### config.mk
export PLATFORM = sky130hd
export DESIGN_NAME = lsbrq_ctrl
export DESIGN_NICKNAME = d
export VERILOG_FILES = /design/src/hdl/lsbrq_pkg.sv /design/src/hdl/lsbrq_ctrl.sv
export SDC_FILE = /design/constraint.sdc
export NUM_CORES = 1
export LEC_CHECK = 0
export ABC_AREA = 1
export BUFFER_PORTS_ARGS = -buffer_cell sky130_fd_sc_hd__buf_4
export CAP_MARGIN = 20
export CORE_AREA = 2 2 39 41
export CTS_CLUSTER_SIZE = 28
export DETAILED_ROUTE_END_ITERATION = 16
export DIE_AREA = 0 0 41 43
export PLACE_DENSITY = 0.58
export SLEW_MARGIN = 30
export SYNTH_ARGS = -nofsm -noshare
export SYNTH_HDL_FRONTEND = slang
export SYNTH_SLANG_ARGS = --single-unit
export TNS_END_PERCENT = 20
### constraint.sdc
create_clock -name i_clk -period 1.1 [get_ports i_clk]
set_clock_uncertainty 0.05 [all_clocks]
set_input_delay 0.11 -clock i_clk [delete_from_list [all_inputs] [get_ports i_clk]]
set_output_delay 0.11 -clock i_clk [all_outputs]
set_load 0.02 [all_outputs]
### src/hdl/lsbrq_pkg.sv
// Shared constants, codes and control types of the sorted box range query block.
package lsbrq_pkg;

    localparam int TABLE_DEPTH = 64;
    localparam int IDX_W       = $clog2(TABLE_DEPTH);
    localparam int CNT_W       = $clog2(TABLE_DEPTH + 1);

    localparam int ACT_W  = 2;
    localparam int LAT_W  = 30;
    localparam int LNG_W  = 31;
    localparam int TAG_W  = 16;
    localparam int STAT_W = 3;

    localparam logic [ACT_W-1:0] ACT_CLEAR  = 2'd0;
    localparam logic [ACT_W-1:0] ACT_APPEND = 2'd1;
    localparam logic [ACT_W-1:0] ACT_QUERY  = 2'd2;

    localparam logic [STAT_W-1:0] ST_MATCH = 3'd0;
    localparam logic [STAT_W-1:0] ST_NORTH = 3'd1;
    localparam logic [STAT_W-1:0] ST_SOUTH = 3'd2;
    localparam logic [STAT_W-1:0] ST_NONE  = 3'd3;
    localparam logic [STAT_W-1:0] ST_FULL  = 3'd4;

    typedef struct packed {
        logic clear;
        logic append;
        logic full_res;
        logic ld_query;
        logic srch_issue;
        logic srch_cmp;
        logic srch_strict;
        logic lat_first;
        logic lat_end;
        logic emit_north;
        logic emit_south;
        logic scan_init;
        logic scan_step;
        logic fin;
    } t_cmd;

    typedef struct packed {
        logic full;
        logic srch_open;
        logic north;
        logic south;
        logic scan_done;
    } t_sts;

endpackage

### src/hdl/lsbrq_ctrl.sv
// Controller state machine: sequences append, clear, both bound searches and the scan.
module lsbrq_ctrl (
    input  logic                            i_clk,
    input  logic                            i_rst_n,
    input  logic                            i_start,
    input  logic [lsbrq_pkg::ACT_W-1:0]     i_action,
    input  lsbrq_pkg::t_sts                 i_sts,
    output lsbrq_pkg::t_cmd                 o_cmd,
    output logic                            o_busy
);
    import lsbrq_pkg::*;

    typedef enum logic [2:0] {
        S_IDLE,
        S_LB,
        S_LB_CMP,
        S_UB,
        S_UB_CMP,
        S_CHECK,
        S_SCAN,
        S_DONE
    } t_state;

    t_state r_state;
    t_state n_state;

    always_comb begin
        n_state = r_state;
        o_cmd   = '0;
        unique case (r_state)
            S_IDLE: begin
                if (i_start) begin
                    unique case (i_action)
                        ACT_CLEAR: begin
                            o_cmd.clear = 1'b1;
                        end
                        ACT_APPEND: begin
                            if (i_sts.full) begin
                                o_cmd.full_res = 1'b1;
                            end else begin
                                o_cmd.append = 1'b1;
                            end
                        end
                        ACT_QUERY: begin
                            o_cmd.ld_query = 1'b1;
                            n_state        = S_LB;
                        end
                        default: begin
                        end
                    endcase
                end
            end
            S_LB: begin
                if (i_sts.srch_open) begin
                    o_cmd.srch_issue = 1'b1;
                    n_state          = S_LB_CMP;
                end else begin
                    o_cmd.lat_first = 1'b1;
                    n_state         = S_UB;
                end
            end
            S_LB_CMP: begin
                o_cmd.srch_cmp = 1'b1;
                n_state        = S_LB;
            end
            S_UB: begin
                if (i_sts.srch_open) begin
                    o_cmd.srch_issue = 1'b1;
                    n_state          = S_UB_CMP;
                end else begin
                    o_cmd.lat_end = 1'b1;
                    n_state       = S_CHECK;
                end
            end
            S_UB_CMP: begin
                o_cmd.srch_cmp    = 1'b1;
                o_cmd.srch_strict = 1'b1;
                n_state           = S_UB;
            end
            S_CHECK: begin
                if (i_sts.north) begin
                    o_cmd.emit_north = 1'b1;
                    n_state          = S_IDLE;
                end else if (i_sts.south) begin
                    o_cmd.emit_south = 1'b1;
                    n_state          = S_IDLE;
                end else begin
                    o_cmd.scan_init = 1'b1;
                    n_state         = S_SCAN;
                end
            end
            S_SCAN: begin
                o_cmd.scan_step = 1'b1;
                if (i_sts.scan_done) begin
                    n_state = S_DONE;
                end
            end
            S_DONE: begin
                o_cmd.fin = 1'b1;
                n_state   = S_IDLE;
            end
            default: begin
                n_state = S_IDLE;
            end
        endcase
    end

    always_ff @(posedge i_clk) begin
        if (!i_rst_n) begin
            r_state <= S_IDLE;
        end else begin
            r_state <= n_state;
        end
    end

    assign o_busy = (r_state != S_IDLE);

endmodule

==> results.yml, run 1 <==
run_status:
  status: "finished, violations left"
  violations: "setup timing"
critical_path:
  cp_slowest_cell: "dfxtp_2"
  worstSetupPathType: "flop to primary output"
  path_depth: 6
  worst_setup_path_end_kind: "primary output"
  cp-start-kind: "flop"
  crit_arrival_ns: 1.15
  cp.required_ns: 0.94
  ff2ff_path_depth: 6
  crit-reg2reg-launch: "r_state[2]"
  path_cells: "inv_4, buf_12, nor2_4, nand3_1, inv_1, buf_4"
  cp-endpoint: "o_cmd[2]"
  crit_path_start: "r_state[0]"
  slowest_delay_ns: 0.34
  timing.rr.end: "r_state[1]"
  cp_top_family: "buffers and inverters"
  cp_num_buf_inv: 4
  ff2ff_setup_slack_ns: -0.13
  crit_fanout: 5
cts:
  cts_buffers: 3
  cts-root-buf: "clkbuf_4"
  cts_hold_buf: 0
  htree_levels: 1
  clk_transition_reported_paths_ns: 0.04
  cts_sinks: 3
  insertion_delay_ns: 0.23
  cts_tree: "done"
  max-clock-path-buffers: 2
layout:
  mostFrequentLayoutCells: "28 x buf_4, 13 x nand2_1, 8 x buf_6, 7 x inv_1, 6 x nor2_1"
  fillers: 141
  num-nets-final: 105
  final_common_cell: "buf_4"
  drive_above_1_share_pct: 63.8
  area_delta_synth_final_pct: 144
  antennaDiodeCount: 0
  largest_reg_flops: 3
  largest_registers: "r_state (3)"
  regMostFlops: "r_state"
power:
  power_uw: 555
  p_leak_nw: 0.383
  p_seq_share_pct: 22.2
  p_int_uw: 374
  powerDensity_nw_per_um2: 775
  pwr-share-clk_pct: 33.9
  swShare_pct: 32.8
  p_comb_share_pct: 43.9
  vdd_drop_max_mv: 0.449
  switchingPower_uw: 182
timing:
  hold_violations: 0
  holdWs_ns: 0.0712
  drv_slew: 0
  fin_setup_tns_ns: -2.34
  maxSlewHeadroom_pct: 85.5
  rsz0062_at_grt: "yes"
  final.setup.worst_slack_ns: -0.214
  tightest_slew_ns: 0.216
  fin_crit_sh_pct: 119
  fin_crit_ns: 1.31
  fmax_mhz: 761
  final-setup-viol-count: 17
place:
  portBuffers: 24
  gp_congestion: 0.688
  dp_hpwl_um: 694
global_route:
  antenna_found_initial: 0
  grt_max_degree: 7
  grt_overflow: 0
  grt_usage_pct: 14.2
  first_global_vias: 451
  grt_pass1_wl_um: 1700
synthesis:
  synth_area_leaders: "dfxtp_1 20%, nand2_1 18%, nor2_1 13%, inv_1 8.9%, nand3_1 6.8%"
  synth_top_area_share_pct: 20.4
  ys_seq_area_share_pct: 20.4
  yosys.area.top_type: "dfxtp_1"
  syn_nets: 64
  ys_ff_latch: 3
  synth_area_um2: 294
  synth_cell_types: 14
  syn_avg_cell_area_um2: 5.45
  syn_inst: 54
  ys_warn_count: 0
floorplan:
  rows: 14
  die-area_um2: 1760
  design.core.area_um2: 1380
  start_util_pct: 21.2
  die_w_um: 41
  die_h_um: 43
  ios: 25
route:
  wl_per_cell_um: 10.1
  drt_iter0_drc: 2
  final_antenna_net_count: 0
  vias_per_cell: 4.35
  drc: 0
  drt_wl_total_um: 1110
  dr.pass1.iters: 2
  vias: 478
job:
  drv_cap: 0
hold_path:
  holdCritPathClass: "input pin to flop"
[area by class of cell]
class | count | area (um^2) | area share (%)
clock buffers | 4 | 26.3 | 3.66
inverters | 11 | 48.8 | 6.81
multi-input cells | 39 | 233 | 32.5
flip-flops and latches | 3 | 68.8 | 9.60
well taps | 16 | 20.0 | 2.79
repair buffers | 37 | 320 | 44.7
[through the flow]
stage / area (um^2) / instances / setup slack [ns] / util [%]
after floorplan: 307 / 54 / -0.162 / -
after global placement: 547 / 99 / -0.0128 / 39.5
after detailed placement: 547 / 99 / -0.0207 / 39.5
after CTS: 681 / 108 / -0.208 / 49.2
after global routing: 717 / 110 / -0.308 / 51.8
final: 717 / 110 / -0.214 / 51.8
[power by group through the flow]
stage	Clock, mW	Sequential, mW	Combinational [mW]
6_report	0.188	0.123	0.244
5_1_grt	0.213	0.124	0.264
4_1_cts	0.199	0.123	0.234
3_5_place_dp	0	0.125	0.190
3_3_place_gp	0	0.125	0.191
2_1_floorplan	0	0.126	0.0961
[per-layer routing]
layer  global-route usage [%]  routed length, um  vias to the layer above
li1                         -                  -                      249
met1                     14.7                382                      213
met2                     25.3                646                       16
met3                     3.14                 79                        0
met4                     6.00                  0                        0
met5                        0                  0                        -
[worst min-delay path by stage]
stage | depth (start not counted) | from | slack [ns] | end
floorplan | 2 | i_rst_n | 0.18 | r_state[0]
global placement | 3 | i_rst_n | 0.31 | r_state[0]
detailed placement | 3 | i_rst_n | 0.31 | r_state[2]
CTS | 3 | i_rst_n | 0.06 | r_state[0]
global route | 3 | i_rst_n | 0.08 | r_state[0]
finish | 3 | i_rst_n | 0.07 | r_state[0]
[tightest hold or removal path, delay by kind of cell]
kind	cells	cell delay, ns
simple gates	2	0.09
buf+inv	1	0.11
[cell families after synthesis]
group | count (synthesis) | synth area share (%)
buf+inv | 12 | 15.7
compound gates | 5 | 8.51
flops | 3 | 20.4
simple gates | 34 | 55.3
[synth_stat cells]
cell and count:
nand2_1 14, nor2_1 10, inv_1 7, inv_2 4, nand3_1 4, o21ai_0 4, dfxtp_1 3, nor4_1 2
a21oi_1 1, and3_1 1, clkbuf_2 1, nand3_4 1, nor2_4 1, nor3_1 1
[timing repair]
| action | 4_1_cts | 5_1_grt |
|---|---|---|
| resized for setup | 20 | 7 |
| pin swaps | 4 | 3 |
| setup endpoints to repair | 15 | 17 |
| gates cloned | 0 | 0 |
| buffers inserted | 5 | 2 |
Note: power is estimated with default switching activity, not from simulation.
==> inputs of run 2 (changes only) <==
--- a/config.mk
+++ b/config.mk
@@ -12,9 +12,10 @@
 export CTS_CLUSTER_SIZE = 28
 export DETAILED_ROUTE_END_ITERATION = 16
 export DIE_AREA = 0 0 41 43
+export GPL_ROUTABILITY_DRIVEN = 0
 export PLACE_DENSITY = 0.58
 export SLEW_MARGIN = 30
 export SYNTH_ARGS = -nofsm -noshare
 export SYNTH_HDL_FRONTEND = slang
 export SYNTH_SLANG_ARGS = --single-unit
-export TNS_END_PERCENT = 20
+export TNS_END_PERCENT = 5
==> constraint.sdc (replaced) <==
create_clock -name i_clk -period 1.1 [get_ports i_clk]
set_clock_uncertainty 0.05 [all_clocks]
set_input_delay 0.11 -clock i_clk [delete_from_list [all_inputs] [get_ports i_clk]]
set_output_delay 0.11 -clock i_clk [all_outputs]
set_load 0.005 [all_outputs]
==> run 2 against run 1 <==
The run still ends with setup timing left. Global-route usage down 4.1 points. Hold slack better by 0.0036 ns. Register-to-register slack better by 0.20 ns. Sequential power about the same. Largest power group is now clock. Clock-buffer cell count is the same. Wire length decreased by 20%. Cell area decreased by 15%.
==> results.yml, run 2 (synthesis gave the netlist of run 1 again) <==
timing:
  fin_setup_tns_ns: -0.897
  fin_crit_sh_pct: 113
  tightest_slew_ns: 0.224
  fmax_mhz: 805
  drv_slew: 0
  rsz0062_at_grt: "yes"
  fin_crit_ns: 1.24
  hold_violations: 0
  final-setup-viol-count: 14
  final.setup.worst_slack_ns: -0.142
  maxSlewHeadroom_pct: 84.9
critical_path:
  crit-reg2reg-launch: "r_state[2]"
  cp-start-kind: "flop"
  crit_path_start: "r_state[2]"
  slowest_delay_ns: 0.36
  path_cells: "inv_4, nand3_4, inv_2, nand3_2, nor2_1, buf_4"
  worstSetupPathType: "flop to primary output"
  crit_fanout: 6
  cp.required_ns: 0.94
  worst_setup_path_end_kind: "primary output"
  cp_slowest_cell: "dfxtp_4"
  crit_arrival_ns: 1.08
place:
  dp_hpwl_um: 691
  place_area_um2: 504
  portBuffers: 24
  place_ws_ns: 0.0183
hold_path:
  holdCritPathClass: "input pin to flop"
  min-delay-start: "i_rst_n"
power:
  power_uw: 489
  vdd_drop_max_mv: 0.504
  p_leak_nw: 0.339
  powerDensity_nw_per_um2: 806
layout:
  antennaDiodeCount: 0
  stdcell_area_um2: 607
  final_common_cell: "buf_4"
  largest_reg_flops: 3
  area_delta_synth_final_pct: 106
  mostFrequentLayoutCells: "29 x buf_4, 13 x nand2_1, 9 x nor2_1, 7 x inv_1"
  num-nets-final: 98
  largest_registers: "r_state (3)"
  fillers: 151
  fin_util_pct: 43.9
  regMostFlops: "r_state"
  drive_above_1_share_pct: 55.2
route:
  final_antenna_net_count: 0
  dr.pass1.iters: 2
  drt_iter0_drc: 1
  wl_per_cell_um: 8.56
  vias_per_cell: 4.26
  drc: 0
  drt_wl_total_um: 882
  vias: 439
cts:
  cts_sinks: 3
  clk_transition_reported_paths_ns: 0.04
  cts_hold_buf: 0
  max-clock-path-buffers: 2
  htree_levels: 1
  insertion_delay_ns: 0.23
  cts_buffers: 3
  cts_tree: "done"
  cts-root-buf: "clkbuf_4"
global_route:
  grt_max_degree: 7
  grt_overflow: 0
  antenna_found_initial: 0
  first_global_vias: 321
  grt_usage_pct: 10.1
  grt_pass1_wl_um: 1240
floorplan:
  design.core.area_um2: 1380
  die_w_um: 41
  rows: 14
  die_h_um: 43
  die-area_um2: 1760
  ios: 25
  start_util_pct: 21.2
run_status:
  violations: "setup timing"
  status: "finished, violations left"
job:
  drv_cap: 0
==> run 2: cell types whose count changed in the layout (fill, tap and decap cells not counted), sizes merged <==
cell | before | now
buf | 37 | 30
==> run 2: cell type report <==
class	instances	area (um^2)	share of cell area, %
Tap cell	16	20.0	3.30
Clock buffer	4	26.3	4.33
Inverter	11	48.8	8.04
Sequential cell	3	68.8	11.3
Multi-Input combinational cell	39	214	35.3
Timing Repair Buffer	30	229	37.7
==> run 2: worst max-delay path: cells and delay by family (launching register included) <==
family	cells	cell delay [ns]
buffers and inverters	3	0.25
flip-flops	1	0.36
AND/OR/NAND/NOR	3	0.23
==> run 2: worst paths after layout <==
check | end | slack (ns) | cells after the start
min | r_state[1] | 0.07 | 3
max | o_cmd[11] | -0.14 | 6
max reg2reg | r_state[2] | 0.07 | 6
min reg2reg | r_state[0] | 0.56 | 3
==> run 2: routing by layer <==
metal	GRT usage, %	routed length, um
met5	0	0
met4	6.00	0
met3	1.57	38
met2	15.0	489
met1	13.1	355
==> run 2: power breakdown <==
| part | switching (mW) | internal, mW | total (mW) |
|---|---|---|---|
| registers | 0.0107 | 0.114 | 0.125 |
| clock network | 0.0540 | 0.136 | 0.190 |
| logic | 0.0814 | 0.0929 | 0.174 |
==> run 2: timing repair <==
| item | in CTS | in global routing |
|---|---|---|
| setup buffers | 4 | 0 |
| resized for setup | 15 | 1 |
| pin swaps | 4 | 2 |
| cloned | 0 | 0 |
| setup endpoints to repair | 15 | 15 |
| hold endpoints to repair | 0 | 0 |
==> run 2: through the flow <==
stage,instances,hold slack (ns)
after floorplan,54,0.185
after global placement,95,0.307
after detailed placement,95,0.314
after CTS,103,0.0682
after global routing,103,0.0675
final,103,0.0749
